--- config.mk ---
export PLATFORM = sky130hd
export DESIGN_NAME = imu_ars_lane
export DESIGN_NICKNAME = d
export VERILOG_FILES = /design/src/hdl/imu_ars_pkg.sv /design/src/hdl/imu_ars_div.sv /design/src/hdl/imu_ars_lane.sv
export SDC_FILE = /design/constraint.sdc
export NUM_CORES = 2
export LEC_CHECK = 0
export ABC_AREA = 1
export BUFFER_PORTS_ARGS = -buffer_cell sky130_fd_sc_hd__buf_2
export CAP_MARGIN = 20
export CORE_ASPECT_RATIO = 1.2
export CORE_MARGIN = 2
export CORE_UTILIZATION = 30
export DETAILED_ROUTE_END_ITERATION = 8
export GPL_ROUTABILITY_DRIVEN = 0
export PLACE_DENSITY = 0.46
export SYNTH_ARGS = -nofsm -noshare
export SYNTH_HDL_FRONTEND = slang
export SYNTH_HIERARCHICAL = 1
export SYNTH_SLANG_ARGS = --single-unit
export TNS_END_PERCENT = 100
--- constraint.sdc ---
create_clock -name clock -period 10.4 [get_ports clock]
set_input_delay 1.56 -clock clock [delete_from_list [all_inputs] [get_ports clock]]
set_output_delay 1.56 -clock clock [all_outputs]
set_load 0.03 [all_outputs]
--- src/hdl/imu_ars_pkg.sv ---
// Shared widths, stage map, codes and types for the IMU axis remap/scale/saturate block.
// No dependencies; imported by every module under hdl/.
package imu_ars_pkg;

   localparam int NUM_AXES   = 3;
   localparam int SMP_W      = 16;
   localparam int SEL_W      = 2;
   localparam int SIGN_W     = 2;
   localparam int SCALE_W    = 16;
   localparam int VAL_W      = SMP_W + 2;          // sample times a sign of -2..1
   localparam int PROD_W     = VAL_W + SCALE_W;    // signed product
   localparam int DIV_BITS   = 32;                 // |product| <= 2^31
   localparam int REM_W      = 16;
   localparam int DVS_W      = 16;                 // |den| <= 2^15
   localparam int QUOT_W     = DIV_BITS + 1;
   localparam int SUM_W      = QUOT_W + 1;
   localparam int OFFS_W     = 48;
   localparam int CSR_IDX_W  = 3;
   localparam int CSR_DATA_W = 48;

   // pipeline stage map
   localparam int STG_PROD = 0;
   localparam int STG_MAG  = 1;
   localparam int STG_DIV0 = 2;
   localparam int STG_QUOT = STG_DIV0 + DIV_BITS;
   localparam int STG_OUT  = STG_QUOT + 1;
   localparam int NUM_STG  = STG_OUT + 1;

   // source axis codes
   localparam logic [SEL_W-1:0] SRC_X    = 2'd0;
   localparam logic [SEL_W-1:0] SRC_Y    = 2'd1;
   localparam logic [SEL_W-1:0] SRC_Z    = 2'd2;
   localparam logic [SEL_W-1:0] SRC_SAME = 2'd3;

   // sign register codes (two's complement)
   localparam logic [SIGN_W-1:0] SIGN_ZERO = 2'b00;
   localparam logic [SIGN_W-1:0] SIGN_POS  = 2'b01;
   localparam logic [SIGN_W-1:0] SIGN_NEG2 = 2'b10;
   localparam logic [SIGN_W-1:0] SIGN_NEG  = 2'b11;

   // register indexes
   localparam logic [CSR_IDX_W-1:0] REG_AXIS_SOURCES = 3'd0;
   localparam logic [CSR_IDX_W-1:0] REG_SIGN_X       = 3'd1;
   localparam logic [CSR_IDX_W-1:0] REG_SIGN_Y       = 3'd2;
   localparam logic [CSR_IDX_W-1:0] REG_SIGN_Z       = 3'd3;
   localparam logic [CSR_IDX_W-1:0] REG_SCALE_NUM    = 3'd4;
   localparam logic [CSR_IDX_W-1:0] REG_SCALE_DEN    = 3'd5;
   localparam logic [CSR_IDX_W-1:0] REG_AXIS_OFFSETS = 3'd6;

   typedef logic signed [SMP_W-1:0]   smp_type;
   typedef logic signed [SIGN_W-1:0]  sign_type;
   typedef logic signed [SCALE_W-1:0] scale_type;
   typedef logic [DIV_BITS-1:0]       mag_type;
   typedef logic signed [QUOT_W-1:0]  quot_type;
   typedef logic [NUM_STG-1:0]        stg_en_type;
   typedef logic [STG_QUOT:0]         lane_en_type;
   typedef logic [DIV_BITS-1:0]       div_en_type;

   typedef struct packed {
      logic neg;   // quotient is negative
      logic dz;    // zero denominator
   } div_tag_type;

endpackage

--- src/hdl/imu_ars_div.sv ---
// Pipelined restoring divider on magnitudes, one quotient bit per stage.
// Depends on imu_ars_pkg.
module imu_ars_div (
   input  logic                     clock,
   input  imu_ars_pkg::div_en_type  stage_en,
   input  imu_ars_pkg::mag_type     dvd_i,
   input  logic [imu_ars_pkg::DVS_W-1:0] dvs_i,
   input  imu_ars_pkg::div_tag_type tag_i,
   output imu_ars_pkg::mag_type     quo_o,
   output imu_ars_pkg::div_tag_type tag_o
);
   import imu_ars_pkg::*;

   logic [REM_W-1:0] rem_ff  [DIV_BITS];
   mag_type          dvd_ff  [DIV_BITS];
   mag_type          quo_ff  [DIV_BITS];
   div_tag_type      tag_ff  [DIV_BITS];

   logic [REM_W-1:0] rem_src [DIV_BITS];
   mag_type          dvd_src [DIV_BITS];
   mag_type          quo_src [DIV_BITS];
   div_tag_type      tag_src [DIV_BITS];

   logic [REM_W:0]   trial   [DIV_BITS];
   logic [DIV_BITS-1:0] take;
   logic [REM_W-1:0] rem_in  [DIV_BITS];
   mag_type          dvd_in  [DIV_BITS];
   mag_type          quo_in  [DIV_BITS];

   always_comb begin
      rem_src[0] = '0;
      dvd_src[0] = dvd_i;
      quo_src[0] = '0;
      tag_src[0] = tag_i;
      for (int k = 1; k < DIV_BITS; k++) begin
         rem_src[k] = rem_ff[k-1];
         dvd_src[k] = dvd_ff[k-1];
         quo_src[k] = quo_ff[k-1];
         tag_src[k] = tag_ff[k-1];
      end
      for (int k = 0; k < DIV_BITS; k++) begin
         trial[k]  = {rem_src[k], dvd_src[k][DIV_BITS-1]};
         take[k]   = trial[k] >= {1'b0, dvs_i};
         // remainder stays below the divisor, so it fits REM_W
         rem_in[k] = take[k] ? REM_W'(trial[k] - {1'b0, dvs_i}) : REM_W'(trial[k]);
         dvd_in[k] = dvd_src[k] << 1;
         quo_in[k] = {quo_src[k][DIV_BITS-2:0], take[k]};
      end
   end

   always_ff @(posedge clock) begin
      for (int k = 0; k < DIV_BITS; k++) begin
         if (stage_en[k]) begin
            rem_ff[k] <= rem_in[k];
            dvd_ff[k] <= dvd_in[k];
            quo_ff[k] <= quo_in[k];
            tag_ff[k] <= tag_src[k];
         end
      end
   end

   assign quo_o = quo_ff[DIV_BITS-1];
   assign tag_o = tag_ff[DIV_BITS-1];

endmodule

--- src/hdl/imu_ars_lane.sv ---
// One output axis: source select, sign, scale multiply, divide, signed quotient.
// Depends on imu_ars_pkg and imu_ars_div.
module imu_ars_lane (
   input  logic                      clock,
   input  imu_ars_pkg::lane_en_type  stage_en,
   input  imu_ars_pkg::smp_type      smp_i [imu_ars_pkg::NUM_AXES],
   input  logic [imu_ars_pkg::SEL_W-1:0] src_sel,
   input  imu_ars_pkg::sign_type     sign_i,
   input  imu_ars_pkg::scale_type    num_i,
   input  imu_ars_pkg::scale_type    den_i,
   output imu_ars_pkg::quot_type     quot_o
);
   import imu_ars_pkg::*;

   smp_type                  src_val;
   logic signed [VAL_W-1:0]  val;
   logic signed [PROD_W-1:0] prod_in;
   logic signed [PROD_W-1:0] prod_ff;
   mag_type                  mag_in;
   mag_type                  mag_ff;
   div_tag_type              tag_in;
   div_tag_type              tag_ff;
   logic [DVS_W-1:0]         dvs;
   mag_type                  quo;
   div_tag_type              quo_tag;
   quot_type                 quot_in;
   quot_type                 quot_ff;

   always_comb begin
      unique case (src_sel)
         SRC_X:   src_val = smp_i[0];
         SRC_Y:   src_val = smp_i[1];
         default: src_val = smp_i[2];
      endcase
      unique case (sign_i)
         SIGN_POS:  val = VAL_W'(src_val);
         SIGN_NEG:  val = -VAL_W'(src_val);
         SIGN_NEG2: val = -(VAL_W'(src_val) <<< 1);
         default:   val = '0;
      endcase
      prod_in = PROD_W'(val) * PROD_W'(num_i);

      mag_in     = prod_ff[PROD_W-1] ? DIV_BITS'(-prod_ff) : DIV_BITS'(prod_ff);
      tag_in.neg = prod_ff[PROD_W-1] ^ den_i[SCALE_W-1];
      tag_in.dz  = (den_i == '0);
      dvs        = den_i[SCALE_W-1] ? DVS_W'(-den_i) : DVS_W'(den_i);

      if (quo_tag.dz) begin
         quot_in = '0;
      end else if (quo_tag.neg) begin
         quot_in = -$signed({1'b0, quo});
      end else begin
         quot_in = $signed({1'b0, quo});
      end
   end

   imu_ars_div u_div (
      .clock    (clock),
      .stage_en (stage_en[STG_DIV0 +: DIV_BITS]),
      .dvd_i    (mag_ff),
      .dvs_i    (dvs),
      .tag_i    (tag_ff),
      .quo_o    (quo),
      .tag_o    (quo_tag)
   );

   always_ff @(posedge clock) begin
      if (stage_en[STG_PROD]) begin
         prod_ff <= prod_in;
      end
      if (stage_en[STG_MAG]) begin
         mag_ff <= mag_in;
         tag_ff <= tag_in;
      end
      if (stage_en[STG_QUOT]) begin
         quot_ff <= quot_in;
      end
   end

   assign quot_o = quot_ff;

endmodule

# Yosys cells after proc, flatten, opt, wreduce, memory -nomap -nowiden
# Memories as Yosys holds them, arrays and structs flattened.
# Cells that the tools add are included.
# Widths: inputs -> output; s select.
# totals
regBits	101
latchBits	0
ram_bits	2592
mem_bits_ro	0
output_inout_bits	33
n_memories	4
# mem_list
name	words	word_bits	read_ports	rd_clocked_by_memory_dff	wr	line_no	text
u_div.quo_ff	32	32	32	0	32	imu_ars_div.sv:16	mag_type quo_ff [DIV_BITS];
u_div.dvd_ff	32	31	31	0	32	imu_ars_div.sv:15	mag_type dvd_ff [DIV_BITS];
u_div.rem_ff	32	16	31	0	32	imu_ars_div.sv:14	logic [REM_W-1:0] rem_ff [DIV_BITS];
u_div.tag_ff	32	2	32	0	32	imu_ars_div.sv:17	div_tag_type tag_ff [DIV_BITS];
# classes
n_addsub	37
multipliers	1
n_div	0
magnitude_cmp	32
n_eq_ne	4
shift	0
n_mux	101
bitwise	2
reduce_logical	3
# op_table
cell	n
$mux 16	33
$ge 17x16->1	31
$sub 16x16->16	31
$mux 1	64
$mux 32	2
$pmux 18 s3	1
$mul 18x16->34	1
$neg 32->33	1
$neg 32->32	1
$pmux 16 s2	1
$neg 16->18	1
$neg 17->18	1
$ge 1x16->1	1
$logic_not 16->1	1
$neg 16->16	1
$sub 1x16->16	1
$eq 2x1->1 const B	2
$eq 2x2->1 const B	2
$logic_not 2->1	1
$reduce_or 2->1	1
$not 1->1	1
$xor 1x1->1	1

# Logic depth before layout (Yosys ltp)
# depth
ltp_word	5
mapped_depth	39

# Modules after synthesis
# Netlist, hierarchy kept.
# by_module_without_submodules
mod	instances	cells_each	area_per_inst_um2	seq_area_each_um2
imu_ars_div	1	9576	87432.6	47565.6
imu_ars_lane	1	2220	17858.4	3002.9

# Least setup slack after synthesis
# OpenSTA, ideal clock, no wires.
# synth_timing
path_kind	input port to flip-flop
from	in den_i[15]
to	mem u_div.rem_ff[6][12], in the netlist u_div/rem_ff[0][108], data pin
setup_ns	0.253
arrival_time_ns	10.226
t_required_ns	10.147
setup_slack_ns	-0.079
path_stages	15
n_path_buf	3
path_cell_list	clkbuf_1 > clkbuf_1 > o21ai_0 > inv_1 > ha_1 > nand2_1 > nor2_1 > nand3_1 > nand3_1 > nand2_1 > nand2_2 > inv_1 > buf_4 > nand2_1 > nand2_1
# synth_lines
element	line_no	text
from (decl)	imu_ars_lane.sv:10	input imu_ars_pkg::scale_type den_i,
to (decl)	imu_ars_div.sv:14	

# Final worst setup path
# layout_timing
from	in src_sel[1] (netlist name)
to	reg prod_ff[29], data pin
# layout_via
elab_chain_cells	5
elab_cells_between_ends	7
cone_classes	add/sub (2); mul (1); eq/ne (1); mux (2); reduce/logical (1)
# layout_rtl
element	line_no	text
from (decl)	imu_ars_lane.sv:7	input logic [imu_ars_pkg::SEL_W-1:0] src_sel,
$eq 2x1->1 or $logic_not 2->1 (tied branches)	imu_ars_lane.sv:30	unique case (src_sel)
$pmux 16 s2 *	imu_ars_lane.sv:30	
$neg 17->18 or $neg 16->18 (tied branches)	imu_ars_lane.sv:38, imu_ars_lane.sv:37	
$pmux 18 s3 *	imu_ars_lane.sv:35	unique case (sign_i)
$mul 18x16->34 *	imu_ars_lane.sv:41	prod_in = PROD_W'(val) * PROD_W'(num_i);
named net prod_in[29]	imu_ars_lane.sv:17	logic signed [PROD_W-1:0] prod_in;
to (signal assigned)	imu_ars_lane.sv:69	prod_ff <= prod_in;
to (decl)	imu_ars_lane.sv:18	logic signed [PROD_W-1:0] prod_ff;
# The timed path passes the listed nets; every way through them passes the cells marked *.
# A chain may end at the register's enable or synchronous reset.

==> summary.md <==
| Metric | Value |
|---|---|
| Syn_nets | `12800` |
| Post-Layout Cell Count | `16800` |
| Total placed cells including tap cells | `16500` |
| Worst Hold Path EP | `u_div/dvd_ff[0][148]` |
| CTS tree | `built` |
| Crit Path Class | `in -> reg` |
| Ys Warns | `6` |
| Worst Setup End Kind | `flop` |
| Num CTS Buffers | `between 150 and 200` |
| Worst Tran Pin Value | `1.06 ns` |
| Worst R2R Setup Slack | `7.61 ns` |
| Endpoints failing hold | `0` |
| Initial antenna violation count | `18` |
| Core footprint | `approximately 350000 um2` |
| Row cnt | `238` |
| RR Startpoint | `u_div/rem_ff[1][105]` |
| Total track usage | `~17%` |
| Nets | `13000` |
| RR Endpoint | `u_div/rem_ff[1][124]` |
| Post-Route WL | `299000 um` |
| H-tree levels | `4` |
| Gate Count Post-Synth | `about 12000` |
| DP HPWL | `221000 um` |
| RSZ-0062 raised after global routing | `false` |
| Fraction of registers with async set/reset | `0%` |
| DIE HEIGHT | `653 um` |
| Vias in the first global route | `76600` |
| Fill count | `about 36000` |
| First-pass GRT wire length | `456000 um` |
| Post-Syn Area | `~110000 um2` |
| Hold_buf cts | `0` |
| Data arrival, critical path | `9.07 ns` |
| Crit path max fanout | `17` |
| Final antenna-violating net count | `0` |
| Max-Cap Viols | `0` |
| Primary FF master, synth | `edfxtp_1` |
| Largest net degree at the start of global routing | `51` |
| Initial DRC Count | `4226` |
| Tcrit/Tclk final | `81.8%` |
| Critical Path RT | `roughly 11 ns` |
| Fmax | `approximately 120 MHz` |
| Routed vias/inst | `4.49` |
| CTS sink cnt | `1684` |
| Clock Latency Late Sink | `just under 0.9 ns` |
| Initial core utilization | `between 30% and 40%` |
| EDFF count, synth | `approximately 1700` |
| Tmin final | `8.51 ns` |
| Setup violators final | `0` |
| Number of distinct library cells after synthesis | `56` |
| Worst reg2reg path depth | `11` |
| Longest Clk Path Bufs | `4` |
| Wire per inst | `~18 um` |
| Via Count | `75600` |
| Static Leak | `55.6 nW` |
| Max-slew violations | `0` |
| Layout cells sized above 1 | `6.81%` |
| Worst Skew | `0.0967 ns` |
| Sequential area share after synthesis | `48.0%` |
| Slowest Stage Delay on Critical Path | `around 0.91 ns` |
| Post-Syn Area per Cell | `8.93 um2` |
| Hold path startpoint | `u_div/dvd_ff[0][117]` |
| IO Count | `153` |
| Pwr dens | `336 nW/um2` |
| # port buffers | `152` |
| Post-layout util | `33.4%` |
| Most frequent CP cell | `fa_1` |
| Synthesized flop and latch total | `1684` |
| Resized cells post-CTS | `0` |
| Setup TNS | `0 ns` |
| Total die area | `356000 um2` |
| Max-slew headroom | `between 20% and 30%` |
| Root buffer cell | `clkbuf_16` |
| Status | `finished clean` |
| Detailed-router iteration count before antenna repair | `7` |
| Total gr overflow | `0` |
| HP Class | `reg -> reg` |
| Layout Area Growth over Synthesis | `11.1%` |
| Chip width | `545 um` |
| CP max stage cell | `fa_1` |
| Setup bufs post-CTS | `0` |
| Register clock-pin slew on the reported worst setup and hold paths | `0.06 ns` |
| Post-route DRC | `0` |
| Worst hold path depth | `0` |
| Startpoint Class | `input port` |
| Maximum VDD drop | `approximately 0.45 mV` |
## registers in the layout, indices dropped and copies added, names as in the netlist
register and flops:
u_div/rem_ff 496, quot_o 33, tag_ff 2, prod_ff 33, u_div/tag_ff 64, mag_ff 32, u_div/dvd_ff 496, u_div/quo_ff 528
## worst max-delay path, delay by kind of cell
family,cells,cell delay [ns]
fa+ha+maj,8,4.31
simple gates,11,1.61
buf+inv,6,0.83
compound gates,4,0.72
## through the flow
step	area [um2]	setup slack, ns	total power [W]	hold WS (ns)
2_1_floorplan	105000	2.16	0.0268	0.400
3_3_place_gp	111000	0.990	0.0332	0.400
3_5_place_dp	111000	1.01	0.0331	0.405
4_1_cts	117000	1.88	0.0399	0.345
5_1_grt	117000	1.36	0.0432	0.357
6_report	117000	1.89	0.0393	0.366
## layout by cell type, fill, tap and decap left out, drive strengths merged, types with 2 or more instances in the layout
cell type  instances
a21boi             3
o31ai              6
and2              23
o211ai             6
clkinvlp          11
clkbuf           223
fa               321
diode             24
a31oi              3
o21a              26
nand4            139
nor3             127
or2               22
xor2             205
buf              209
and3              11
ha               587
inv             2072
clkinv            80
nor4               7
nand2           4200
xnor2             49
bufinv            18
nand3            962
a21o               6
nand3b            82
o21bai            28
nor3b              8
a21oi            344
o41ai              3
nor2             590
edfxtp          1684
nand2b             2
o21ai             71
## cell families after synthesis
family	count (synthesis)	synth area share (%)
fa+ha+maj	908	13.1
flops	1684	48.0
compound gates	498	2.59
simple gates	6173	25.4
xor+xnor	254	2.11
buf+inv	2279	8.77
## where the power goes
part / leakage [nW] / internal, W / switching, W / total, W
Sequential: 16.5 / 0.0101 / 0.00103 / 0.0111
Clock: 2.86 / 0.00380 / 0.00271 / 0.00651
Combinational: 36.2 / 0.00740 / 0.0143 / 0.0217
Total: 55.6 / 0.0213 / 0.0180 / 0.0393
## synth_stat cells (8+ instances only)
library cell / number / area, um2
xnor2_1: 49 / 429
o21a_1: 26 / 195
clkbuf_1: 31 / 116
nand4_1: 139 / 870
nand3_1: 891 / 4460
edfxtp_1: 1684 / 50600
and3_1: 11 / 68.8
buf_4: 59 / 443
fa_1: 321 / 6430
nand3_2: 59 / 591
nand2_1: 4083 / 15300
and2_1: 22 / 138
nor3b_2: 8 / 100
buf_2: 56 / 280
o21bai_1: 28 / 210
a21oi_1: 343 / 1720
buf_6: 41 / 462
nor3_1: 114 / 571
nand3_4: 12 / 210
xor2_1: 205 / 1800
inv_1: 2035 / 7640
nor3_2: 13 / 130
nand2_4: 30 / 338
nor2_2: 44 / 275
or2_1: 12 / 75.1
nor2_1: 514 / 1930
or2_2: 8 / 50.1
inv_2: 44 / 165
nand3b_1: 81 / 608
nand2_2: 87 / 544
ha_1: 587 / 7340
o21ai_0: 69 / 345
nor2_4: 30 / 338
## worst max-delay path by stage
stage / start / to / slack (ns) / cells past startpoint
after global routing: src_sel[1] / prod_ff[31] / 1.36 / 29
after global placement: src_sel[1] / prod_ff[29] / 0.99 / 29
after floorplan: src_sel[1] / prod_ff[31] / 2.16 / 31
after detailed placement: src_sel[1] / prod_ff[29] / 1.01 / 29
final: src_sel[1] / prod_ff[29] / 1.89 / 29
after CTS: src_sel[1] / prod_ff[29] / 1.88 / 29
## area by class of cell
class	count	area (um2)	share of cell area, %
Inverter	2083	7840	6.70
Timing Repair Buffer	209	1200	1.03
Multi-Input combinational cell	7833	45500	38.9
Clock buffer	223	4920	4.21
Sequential cell	1684	50600	43.2
Antenna cell	24	60.1	0.0514
Tap cell	4680	5860	5.01
Clock inverter	98	987	0.844
## per-layer routing
metal | up-vias | global-route usage (%) | part of all wire (%)
met5 | - | 0 | 0.013
met2 | 1231 | 31.2 | 52
met1 | 35600 | 19.1 | 41
met4 | 6 | 7.04 | 4.6
li1 | 38300 | - | -
met3 | 468 | 1.98 | 3.1
No activity file was read; power rests on OpenSTA's default activity.
