[src/hdl/imu_ars_pkg.sv]
// Shared widths, stage map, codes and types for the IMU axis remap/scale/saturate block.
// No dependencies; imported by every module under hdl/.
package imu_ars_pkg;

   localparam int NUM_AXES   = 3;
   localparam int SMP_W      = 16;
   localparam int SEL_W      = 2;
   localparam int SIGN_W     = 2;
   localparam int SCALE_W    = 16;
   localparam int VAL_W      = SMP_W + 2;          // sample times a sign of -2..1
   localparam int PROD_W     = VAL_W + SCALE_W;    // signed product
   localparam int DIV_BITS   = 32;                 // |product| <= 2^31
   localparam int REM_W      = 16;
   localparam int DVS_W      = 16;                 // |den| <= 2^15
   localparam int QUOT_W     = DIV_BITS + 1;
   localparam int SUM_W      = QUOT_W + 1;
   localparam int OFFS_W     = 48;
   localparam int CSR_IDX_W  = 3;
   localparam int CSR_DATA_W = 48;

   // pipeline stage map
   localparam int STG_PROD = 0;
   localparam int STG_MAG  = 1;
   localparam int STG_DIV0 = 2;
   localparam int STG_QUOT = STG_DIV0 + DIV_BITS;
   localparam int STG_OUT  = STG_QUOT + 1;
   localparam int NUM_STG  = STG_OUT + 1;

   // source axis codes
   localparam logic [SEL_W-1:0] SRC_X    = 2'd0;
   localparam logic [SEL_W-1:0] SRC_Y    = 2'd1;
   localparam logic [SEL_W-1:0] SRC_Z    = 2'd2;
   localparam logic [SEL_W-1:0] SRC_SAME = 2'd3;

   // sign register codes (two's complement)
   localparam logic [SIGN_W-1:0] SIGN_ZERO = 2'b00;
   localparam logic [SIGN_W-1:0] SIGN_POS  = 2'b01;
   localparam logic [SIGN_W-1:0] SIGN_NEG2 = 2'b10;
   localparam logic [SIGN_W-1:0] SIGN_NEG  = 2'b11;

   // register indexes
   localparam logic [CSR_IDX_W-1:0] REG_AXIS_SOURCES = 3'd0;
   localparam logic [CSR_IDX_W-1:0] REG_SIGN_X       = 3'd1;
   localparam logic [CSR_IDX_W-1:0] REG_SIGN_Y       = 3'd2;
   localparam logic [CSR_IDX_W-1:0] REG_SIGN_Z       = 3'd3;
   localparam logic [CSR_IDX_W-1:0] REG_SCALE_NUM    = 3'd4;
   localparam logic [CSR_IDX_W-1:0] REG_SCALE_DEN    = 3'd5;
   localparam logic [CSR_IDX_W-1:0] REG_AXIS_OFFSETS = 3'd6;

   typedef logic signed [SMP_W-1:0]   smp_type;
   typedef logic signed [SIGN_W-1:0]  sign_type;
   typedef logic signed [SCALE_W-1:0] scale_type;
   typedef logic [DIV_BITS-1:0]       mag_type;
   typedef logic signed [QUOT_W-1:0]  quot_type;
   typedef logic [NUM_STG-1:0]        stg_en_type;
   typedef logic [STG_QUOT:0]         lane_en_type;
   typedef logic [DIV_BITS-1:0]       div_en_type;

   typedef struct packed {
      logic neg;   // quotient is negative
      logic dz;    // zero denominator
   } div_tag_type;

endpackage

[src/hdl/imu_ars_ctrl.sv]
// Valid tracking and per-stage load enables for the elastic pipeline.
// Depends on imu_ars_pkg.
module imu_ars_ctrl (
   input  logic                    clock,
   input  logic                    reset,
   input  logic                    req_valid,
   input  logic                    rsp_stall,
   output logic                    req_stall,
   output logic                    rsp_valid,
   output imu_ars_pkg::stg_en_type stage_en
);
   import imu_ars_pkg::*;

   stg_en_type valid_ff;
   stg_en_type valid_in;

   // A stage may load when the output is free or this or any later stage holds a bubble.
   always_comb begin
      for (int i = 0; i < NUM_STG; i++) begin
         stage_en[i] = !rsp_stall || (|(~valid_ff >> i));
      end
      valid_in = {valid_ff[NUM_STG-2:0], req_valid};
   end

   always_ff @(posedge clock) begin
      if (reset) begin
         valid_ff <= '0;
      end else begin
         for (int i = 0; i < NUM_STG; i++) begin
            if (stage_en[i]) begin
               valid_ff[i] <= valid_in[i];
            end
         end
      end
   end

   assign req_stall = !stage_en[0];
   assign rsp_valid = valid_ff[NUM_STG-1];

endmodule

[config.mk]
export PLATFORM = sky130hd
export DESIGN_NAME = imu_ars_ctrl
export DESIGN_NICKNAME = d
export VERILOG_FILES = /design/src/hdl/imu_ars_pkg.sv /design/src/hdl/imu_ars_ctrl.sv
export SDC_FILE = /design/constraint.sdc
export NUM_CORES = 1
export LEC_CHECK = 0
export ABC_AREA = 1
export CAP_MARGIN = 5
export CELL_PAD_IN_SITES_DETAIL_PLACEMENT = 1
export CELL_PAD_IN_SITES_GLOBAL_PLACEMENT = 1
export CORE_ASPECT_RATIO = 0.6
export CORE_MARGIN = 3
export CORE_UTILIZATION = 46
export CTS_CLUSTER_DIAMETER = 150
export DETAILED_ROUTE_END_ITERATION = 16
export DONT_BUFFER_PORTS = 1
export PLACE_DENSITY = 0.93
export RECOVER_POWER = 50
export SYNTH_ARGS = -nofsm -noshare
export SYNTH_HDL_FRONTEND = slang
export SYNTH_SLANG_ARGS = --single-unit
[constraint.sdc]
create_clock -name clock -period 3.51 [get_ports clock]
set_input_delay 0 -clock clock [delete_from_list [all_inputs] [get_ports clock]]
set_output_delay 0 -clock clock [all_outputs]
set_load 0.01 [all_outputs]
# Word level (Yosys, flattened, before mapping)
# Index checks and enable logic that the tools add are counted.
# word_totals
output_inout_bits	38
register_bits	36
elab_cells	110
# classes
reduce_logical	73
bitwise_logic	1
# ops
operator	n
1-bit logical OR	36
36-bit NOT	1
36-bit OR reduction	1
35-bit OR reduction	1
34-bit OR reduction	1
33-bit OR reduction	1
32-bit OR reduction	1
31-bit OR reduction	1
30-bit OR reduction	1
29-bit OR reduction	1
28-bit OR reduction	1
27-bit OR reduction	1
26-bit OR reduction	1
25-bit OR reduction	1
24-bit OR reduction	1
23-bit OR reduction	1
22-bit OR reduction	1
21-bit OR reduction	1
20-bit OR reduction	1
19-bit OR reduction	1
18-bit OR reduction	1
17-bit OR reduction	1
16-bit OR reduction	1
15-bit OR reduction	1
other kinds (14)	15

# Depth between registers and ports, before layout
# Gate-level depths: netlist of run 1.
# logic_depth
depth_word	4
ltp_mapped	7
depth_no_buf	7

# Least setup slack after synthesis of run 1
# Ideal clock, no wire load.
# synth_path
path_kind	register -> output
from	reg valid_ff[35]
to	out stage_en[4]
arrival_time_ns	1.431
slack_ns	2.079
path_buffers	0
path_stages_with_launch	7
required_ns	3.510
cell_sequence	dfxtp_1 > nand2_2 > nor2_8 > nand3_4 > nor2_8 > nand3_2 > or2_1
# synth_via
elab_chain_len	3
# synth_lines
item	line_no	source
start: declaration	imu_ars_ctrl.sv:14	stg_en_type valid_ff;
start signal: indexed assignment	imu_ars_ctrl.sv:31	valid_ff[i] <= valid_in[i];
36-bit NOT	imu_ars_ctrl.sv:20	stage_en[i] = !rsp_stall || (|(~valid_ff >> i));
32-bit OR reduction	imu_ars_ctrl.sv:20	
1-bit logical OR	imu_ars_ctrl.sv:20	
end: declaration	imu_ars_ctrl.sv:10	output imu_ars_pkg::stg_en_type stage_en
# Every way passes these cells.

# Worst setup path after layout of run 1
# layout_path
from	reg valid_ff[35]
to	out stage_en[9]
# layout_via
elab_chain_len	3
# layout_lines
item	line_no
36-bit NOT	imu_ars_ctrl.sv:20
27-bit OR reduction	imu_ars_ctrl.sv:20
1-bit logical OR	imu_ars_ctrl.sv:20
# Every way passes these cells.

==> results.yml, run 1 <==
route:
  wl_per_cell_um: 17.29
  drt_pre_antenna_iters: 4
  drcViolationCount: 0
  drt-vias-per-instance: 5.296
  routed-via-count: 1737
  wl_um: 5670
  first_iter_violations: 92
  antenna_left: 0
cells_and_area:
  largest_register: "valid_ff"
  top_regs: "valid_ff x36"
  largest_register_ffs: 36
  finalCoreUtilization: 0.5351
  final_cell_mix: "58 x nand2_1, 54 x inv_1, 46 x nor2_1"
  nFillCells: 520
  final_area_um2: 2003
  stdcell_count: 328
  synthToLayoutAreaGrowth_pct: 10.11
  drive_above_1_share: 0.07473
  final_common_cell: "nand2_1"
  nNetsFinal: 284
  diodes: 0
power:
  p_seq_frac: 0.496
  switching_power_mw: 0.1636
  comb_power_share: 0.018
  p_sw_frac: 0.1971
  powerDensity_nw_per_um2: 414.3
  total_power_mw: 0.8299
  ir_drop_mv: 0.2763
  p_clk_frac: 0.486
  p_int_mw: 0.6663
  p_leak_nw: 0.7119
synthesis:
  synth_compound_gate_area_share: 0.08735
  synth-simple-area-share: 0.3927
  ys_types: 22
  synthMuxAreaShare: 0
  synthXorXnorAreaFrac: 0
  synth_top_area_cell: "dfxtp_1"
  syn_inst: 272
  synth_top_area_frac: 0.3961
  synth_top_family_by_area: "simple AND/OR/NAND/NOR gates"
  synth_nets: 276
  synth_area_leaders: "dfxtp_1 40%, nand2_1 12%, inv_1 11%"
  synth-seq-cells: 36
  syn_area_um2: 1819
  ys_seq_area_frac: 0.3961
  synthAdderAreaFrac: 0
  postSynthAreaPerCell_um2: 6.688
  ys_warn_count: 0
worst_setup_path:
  cp_max_fo: 8
  reg2regPathDepth: 7
  crit_path_start_kind: "flip-flop"
  cp_data_required_time_ns: 3.51
  rrSetupSlack_ns: 0.91
  crit_type: "flip-flop to output port"
  rr_endpoint: "valid_ff[15]"
  reg2reg_from: "valid_ff[35]"
  cp-end-kind: "output port"
  cp.arrival_ns: 2.70
clock_tree:
  clockBufferDepth: 2
  holdBufCountCts: 5
  post-cts-setup-buffers: 0
  htreeDepth: 2
  cts_root_buf: "clkbuf_8"
  clk_latency_ns: 0.29
  cts.clk_slew.worst_paths_ns: 0.07
  cts.sinks: 36
  cts_buffers: 5
  tritoncts: "done"
  cts_resized: 0
floorplanning:
  die_y_um: 54.71
  die_w_um: 87.19
  io_pins: 42
  core_um2: 3744
  start_util: 0.4860
  dieArea_um2: 4770
  num_rows: 17
grt:
  antenna_found_initial: 0
  grt_use_total: 0.2527
  first_global_vias: 1790
  grt_pass1_wl_um: 8976
  grt_overflow: 0
  grt_max_degree: 37
place:
  post_dp_cell_area_um2: 1863
  dp.cells: 315
  port_buffers: 0
  dp_hpwl_um: 4042
  place_congestion: 0.8226
sta:
  totalNegativeSetupSlack_ns: 0
  clock_skew_ns: 0.007222
  slew_violations: 0
  finalSetupViolCount: 0
  fin_crit_sh: 0.7689
  hold_viol: 0
  fmaxAchievable_mhz: 370.5
  slew_headroom: 0.6030
  rsz0062_at_grt: "false"
  worstMarginPinSlew_ns: 0.5933
  fin_crit_ns: 2.699
status:
  status: "finished clean"
hold_path:
  hold_depth: 4
  min_to: "valid_ff[34]"
  hold_start: "rsp_stall"
  min_path_type: "input pin to flip-flop"
flow_run:
  cap_violations: 0
kinds of logic after synthesis:
family | after synthesis
and+or+nand+nor | 145
AOI/OAI and AO/OA | 31
DFF | 36
buffers and inverters | 60
stage by stage:
| step | setup slack, ns | hold WS, ns |
|---|---|---|
| finish | 0.8111 | 0.09389 |
| global route | 0.5869 | 0.1479 |
| CTS | 1.258 | 0.09260 |
| detailed placement | 1.776 | 0.07067 |
| global placement | 1.848 | 0.06809 |
| floorplan | 2.079 | 0.1004 |
synthesized netlist by cell type:
master    instances
nand2_1          57
inv_1            54
nor2_1           43
dfxtp_1          36
a21oi_1          30
nand3_1          13
nand4_1           6
nor3_1            6
nand2_2           4
and2_1            3
clkbuf_1          3
nand3_2           3
inv_2             2
nand3_4           2
nor2_4            2
nor2_8            2
a21oi_2           1
and3_1            1
buf_1             1
nor3_4            1
nor4_1            1
or2_1             1
routing by layer:
layer  wire length [um]  vias up  track usage
met5                  0        -            0
met4                 98        0       0.1046
met3                411        8      0.08722
met2               2507       61       0.3816
met1               2652      818       0.3313
li1                   -      850            -
power by group through the flow:
stage | combinational, mW | sequential (mW) | clock, mW
floorplan | 0.00758 | 0.420 | 0
detailed placement | 0.00265 | 0.421 | 0
global placement | 0.00245 | 0.421 | 0
finish | 0.0151 | 0.411 | 0.404
CTS | 0.0153 | 0.411 | 0.408
global route | 0.0169 | 0.411 | 0.426
area by class of cell:
class | instances | area (um2) | area share
well taps | 47 | 58.81 | 0.02936
repair buffers | 5 | 60.06 | 0.02998
inverters | 56 | 210.2 | 0.1049
clock buffers | 7 | 96.34 | 0.04809
multi-input cells | 176 | 827.0 | 0.4129
clock inverters | 1 | 30.03 | 0.01499
flip-flops and latches | 36 | 720.7 | 0.3598
how the worst max path moves through the flow:
stage	cells after the start	slack, ns	from	endpoint
after floorplan	6	2.08	valid_ff[35]	stage_en[4]
after global placement	7	1.85	valid_ff[35]	stage_en[9]
after detailed placement	7	1.78	valid_ff[35]	stage_en[9]
after CTS	7	1.26	valid_ff[35]	valid_ff[15]
after global routing	7	0.59	valid_ff[35]	stage_en[9]
final	7	0.81	valid_ff[35]	stage_en[9]
worst max-delay path, stage by stage, from the launching register on:
cell and delay [ns]:
dfxtp_1 0.43, nand2_1 0.18, nor2_1 0.51, nand3_4 0.23, nor2_1 0.40, nand2_2 0.17, nor2_1 0.32, nand2_1 0.17
Power figures use the tool's default switching activity.
==> run 2: changes to the inputs <==
--- a/config.mk
+++ b/config.mk
@@ -5,17 +5,17 @@
 export SDC_FILE = /design/constraint.sdc
 export NUM_CORES = 1
 export LEC_CHECK = 0
-export ABC_AREA = 1
+export ABC_AREA = 0
 export CAP_MARGIN = 5
 export CELL_PAD_IN_SITES_DETAIL_PLACEMENT = 1
 export CELL_PAD_IN_SITES_GLOBAL_PLACEMENT = 1
 export CORE_ASPECT_RATIO = 0.6
 export CORE_MARGIN = 3
-export CORE_UTILIZATION = 46
+export CORE_UTILIZATION = 44
 export CTS_CLUSTER_DIAMETER = 150
 export DETAILED_ROUTE_END_ITERATION = 16
 export DONT_BUFFER_PORTS = 1
-export PLACE_DENSITY = 0.93
+export PLACE_DENSITY = 0.87
 export RECOVER_POWER = 50
 export SYNTH_ARGS = -nofsm -noshare
 export SYNTH_HDL_FRONTEND = slang
==> constraint.sdc (replaced) <==
create_clock -name clock -period 2.5 [get_ports clock]
set_input_delay 0 -clock clock [delete_from_list [all_inputs] [get_ports clock]]
set_output_delay 0 -clock clock [all_outputs]
set_load 0.01 [all_outputs]
==> run 2 against run 1 <==
  * Routed wire length shrank 27%
  * Flip-flop and latch count unchanged
  * First-iteration DRC count is 20% higher
  * Clock skew decreased by 0.00099 ns
  * Clock-buffer cell count is 1 lower
  * Hold slack got worse by 0.029 ns
  * Cell count is 26% lower
  * Synthesized area shrank 14%
  * Setup slack got worse by 0.50 ns
==> results.yml, run 2 <==
route:
  drt_pre_antenna_iters: 4
  wl_um: 4160
  wl_per_cell_um: 17.19
  met3WireLength_um: 250
  first_iter_violations: 110
  drt-vias-per-instance: 5.719
  met2WireLength_um: 1869
  routed-via-count: 1384
  antenna_left: 0
  routed.top_layer: "met4"
  m1WireLength_um: 2001
  drcViolationCount: 0
synthesis:
  postSynthAreaPerCell_um2: 8.481
  synth-seq-cells: 36
  synthMuxAreaShare: 0
  synth.most_common_cell: "dfxtp_1"
  ys_types: 34
  synthXorXnorAreaFrac: 0
  ys_warn_count: 0
  synth_edf_count: 0
  synth_nets: 189
  synth_top_area_frac: 0.4593
  synth_compound_gate_area_share: 0.1364
  synth_top_area_cell: "dfxtp_1"
  synthAdderAreaFrac: 0
  synth_area_leaders: "dfxtp_1 46%, nand3_1 6.4%, a21oi_1 6.1%"
  synth-simple-area-share: 0.3134
  synth_common_cells: "36 x dfxtp_1, 25 x inv_1, 20 x nand3_1, 19 x a21oi_1, 14 x nand2_1"
  syn_area_um2: 1569
  synth_ff_type: "dfxtp_1"
  syn_inst: 185
  synthArstFlopShare: 0
  synth_top_family_by_area: "simple AND/OR/NAND/NOR gates"
  ys_seq_area_frac: 0.4593
clock_tree:
  tritoncts: "done"
  clk_latency_ns: 0.29
  cts.clk_slew.worst_paths_ns: 0.07
  clockBufferDepth: 2
  htreeDepth: 2
  cts_buffers: 5
  cts_root_buf: "clkbuf_8"
  cts_resized: 0
  cts.sinks: 36
worst_setup_path:
  crit_path_start_kind: "flip-flop"
  cp-end-kind: "output port"
  slowest_stage: "nor4_4"
  cp_data_required_time_ns: 2.50
  critical-path-top-delay-family: "simple AND/OR/NAND/NOR gates"
  critical_path.cell_chain: "and3_4, inv_4, nor2_8, inv_4, nor4_4, inv_2, or2_1"
  cp_max_fo: 7
  crit_type: "flip-flop to output port"
  cp_common_cell: "inv_4"
  max_stage_delay_ns: 0.48
  worst-path-buf-inv: 3
  cp.arrival_ns: 2.18
sta:
  slew_headroom: 0.2609
  worstMarginPinSlew_ns: 1.105
  fin_crit_sh: 0.8737
  fin_crit_ns: 2.184
  timing.hold.ws_ns: 0.06489
  totalNegativeSetupSlack_ns: 0
  hold_viol: 0
  slew_violations: 0
  fmaxAchievable_mhz: 457.8
  rsz0062_at_grt: "false"
  finalSetupViolCount: 0
  clock_skew_ns: 0.006234
floorplanning:
  core_um2: 3343
  num_rows: 16
  start_util: 0.4693
  dieArea_um2: 4342
  io_pins: 42
  die_y_um: 52.26
  die_w_um: 83.09
grt:
  grt_pass1_wl_um: 6913
  antenna_found_initial: 0
  first_global_vias: 1366
  grt_max_degree: 31
  grt_use_total: 0.2040
  grt_overflow: 0
place:
  port_buffers: 0
  place_congestion: 0.7798
  dp_hpwl_um: 3021
cells_and_area:
  largest_register: "valid_ff"
  largest_register_ffs: 36
  final_common_cell: "dfxtp_1"
  nNetsFinal: 200
  drive_above_1_share: 0.1371
  final_cell_mix: "36 x dfxtp_1, 25 x inv_1, 20 x nand3_1"
  finalCoreUtilization: 0.5292
  synthToLayoutAreaGrowth_pct: 12.76
  top_regs: "valid_ff x36"
  diodes: 0
flow_run:
  cap_violations: 0
hold_path:
  min_path_type: "input pin to flip-flop"
power:
  p_leak_nw: 0.5852
  powerDensity_nw_per_um2: 577.2
  ir_drop_mv: 0.2657
status:
  status: "finished clean"
## run 2: cell types whose count changed in the layout (fill, tap and decap cells not counted), moves of 4 or more
cell and change:
inv_1 -29, nand3_1 +6, buf_4 +8, a21oi_1 -11, nor2_1 -35, nand4_1 +4
nand2_1 -44, o2bb2ai_1 +6, and4_1 +5
## run 2: routing by layer
layer | vias to the layer above | track usage
met5 | - | 0
met4 | 0 | 0.08424
met3 | 5 | 0.06907
met2 | 33 | 0.3059
met1 | 675 | 0.2704
li1 | 671 | -
## run 2: repair_timing
item                                   in CTS  in global routing
buffers inserted                            0                  0
hold buffers                                3                  0
endpoints found under the hold margin      30                  0
## run 2: kinds of logic after synthesis
kind of cell    count (synthesis)
buf+inv                        35
flops                          36
compound gates                 33
simple gates                   81
## run 2: metrics by stage
stage	instance area [um2]	instances	power, mW	worst slack, ns
6_report	1769	242	1.021	0.3159
5_1_grt	1769	242	1.058	0.1897
4_1_cts	1775	242	1.032	0.2763
3_5_place_dp	1653	231	0.5982	0.5406
3_3_place_gp	1653	231	0.5973	0.6718
2_1_floorplan	1569	185	0.6019	0.8280
## run 2: cell type report
type                    count  area, um2
clock buffers               6      82.58
flip-flops and latches     36      720.7
repair buffers             11      90.09
clock inverters             2      10.01
fillers                   411       1574
multi-input cells         114      699.4
inverters                  28      110.1
well taps                  45      56.30
## run 2: worst min-delay path, stage by stage
cell,delay (ns)
and3_4,0.20
nor2_1,0.05
nor2_1,0.07
## run 2: path summary, 6_finish.rpt
| kind | start | to | slack (ns) | cells after the start |
|---|---|---|---|---|
| setup / recovery | valid_ff[35] | stage_en[0] | 0.32 | 7 |
| hold / removal | rsp_stall | valid_ff[34] | 0.06 | 3 |
| setup reg to reg | valid_ff[25] | valid_ff[0] | 0.48 | 4 |
| hold reg to reg | valid_ff[31] | valid_ff[32] | 0.47 | 2 |
## run 2: power by group
| part | leakage [nW] | internal, mW | switching, mW |
|---|---|---|---|
| combinational | 0.244 | 0.00547 | 0.0130 |
| clock | 0.0510 | 0.220 | 0.205 |
| sequential | 0.290 | 0.576 | 0.00208 |
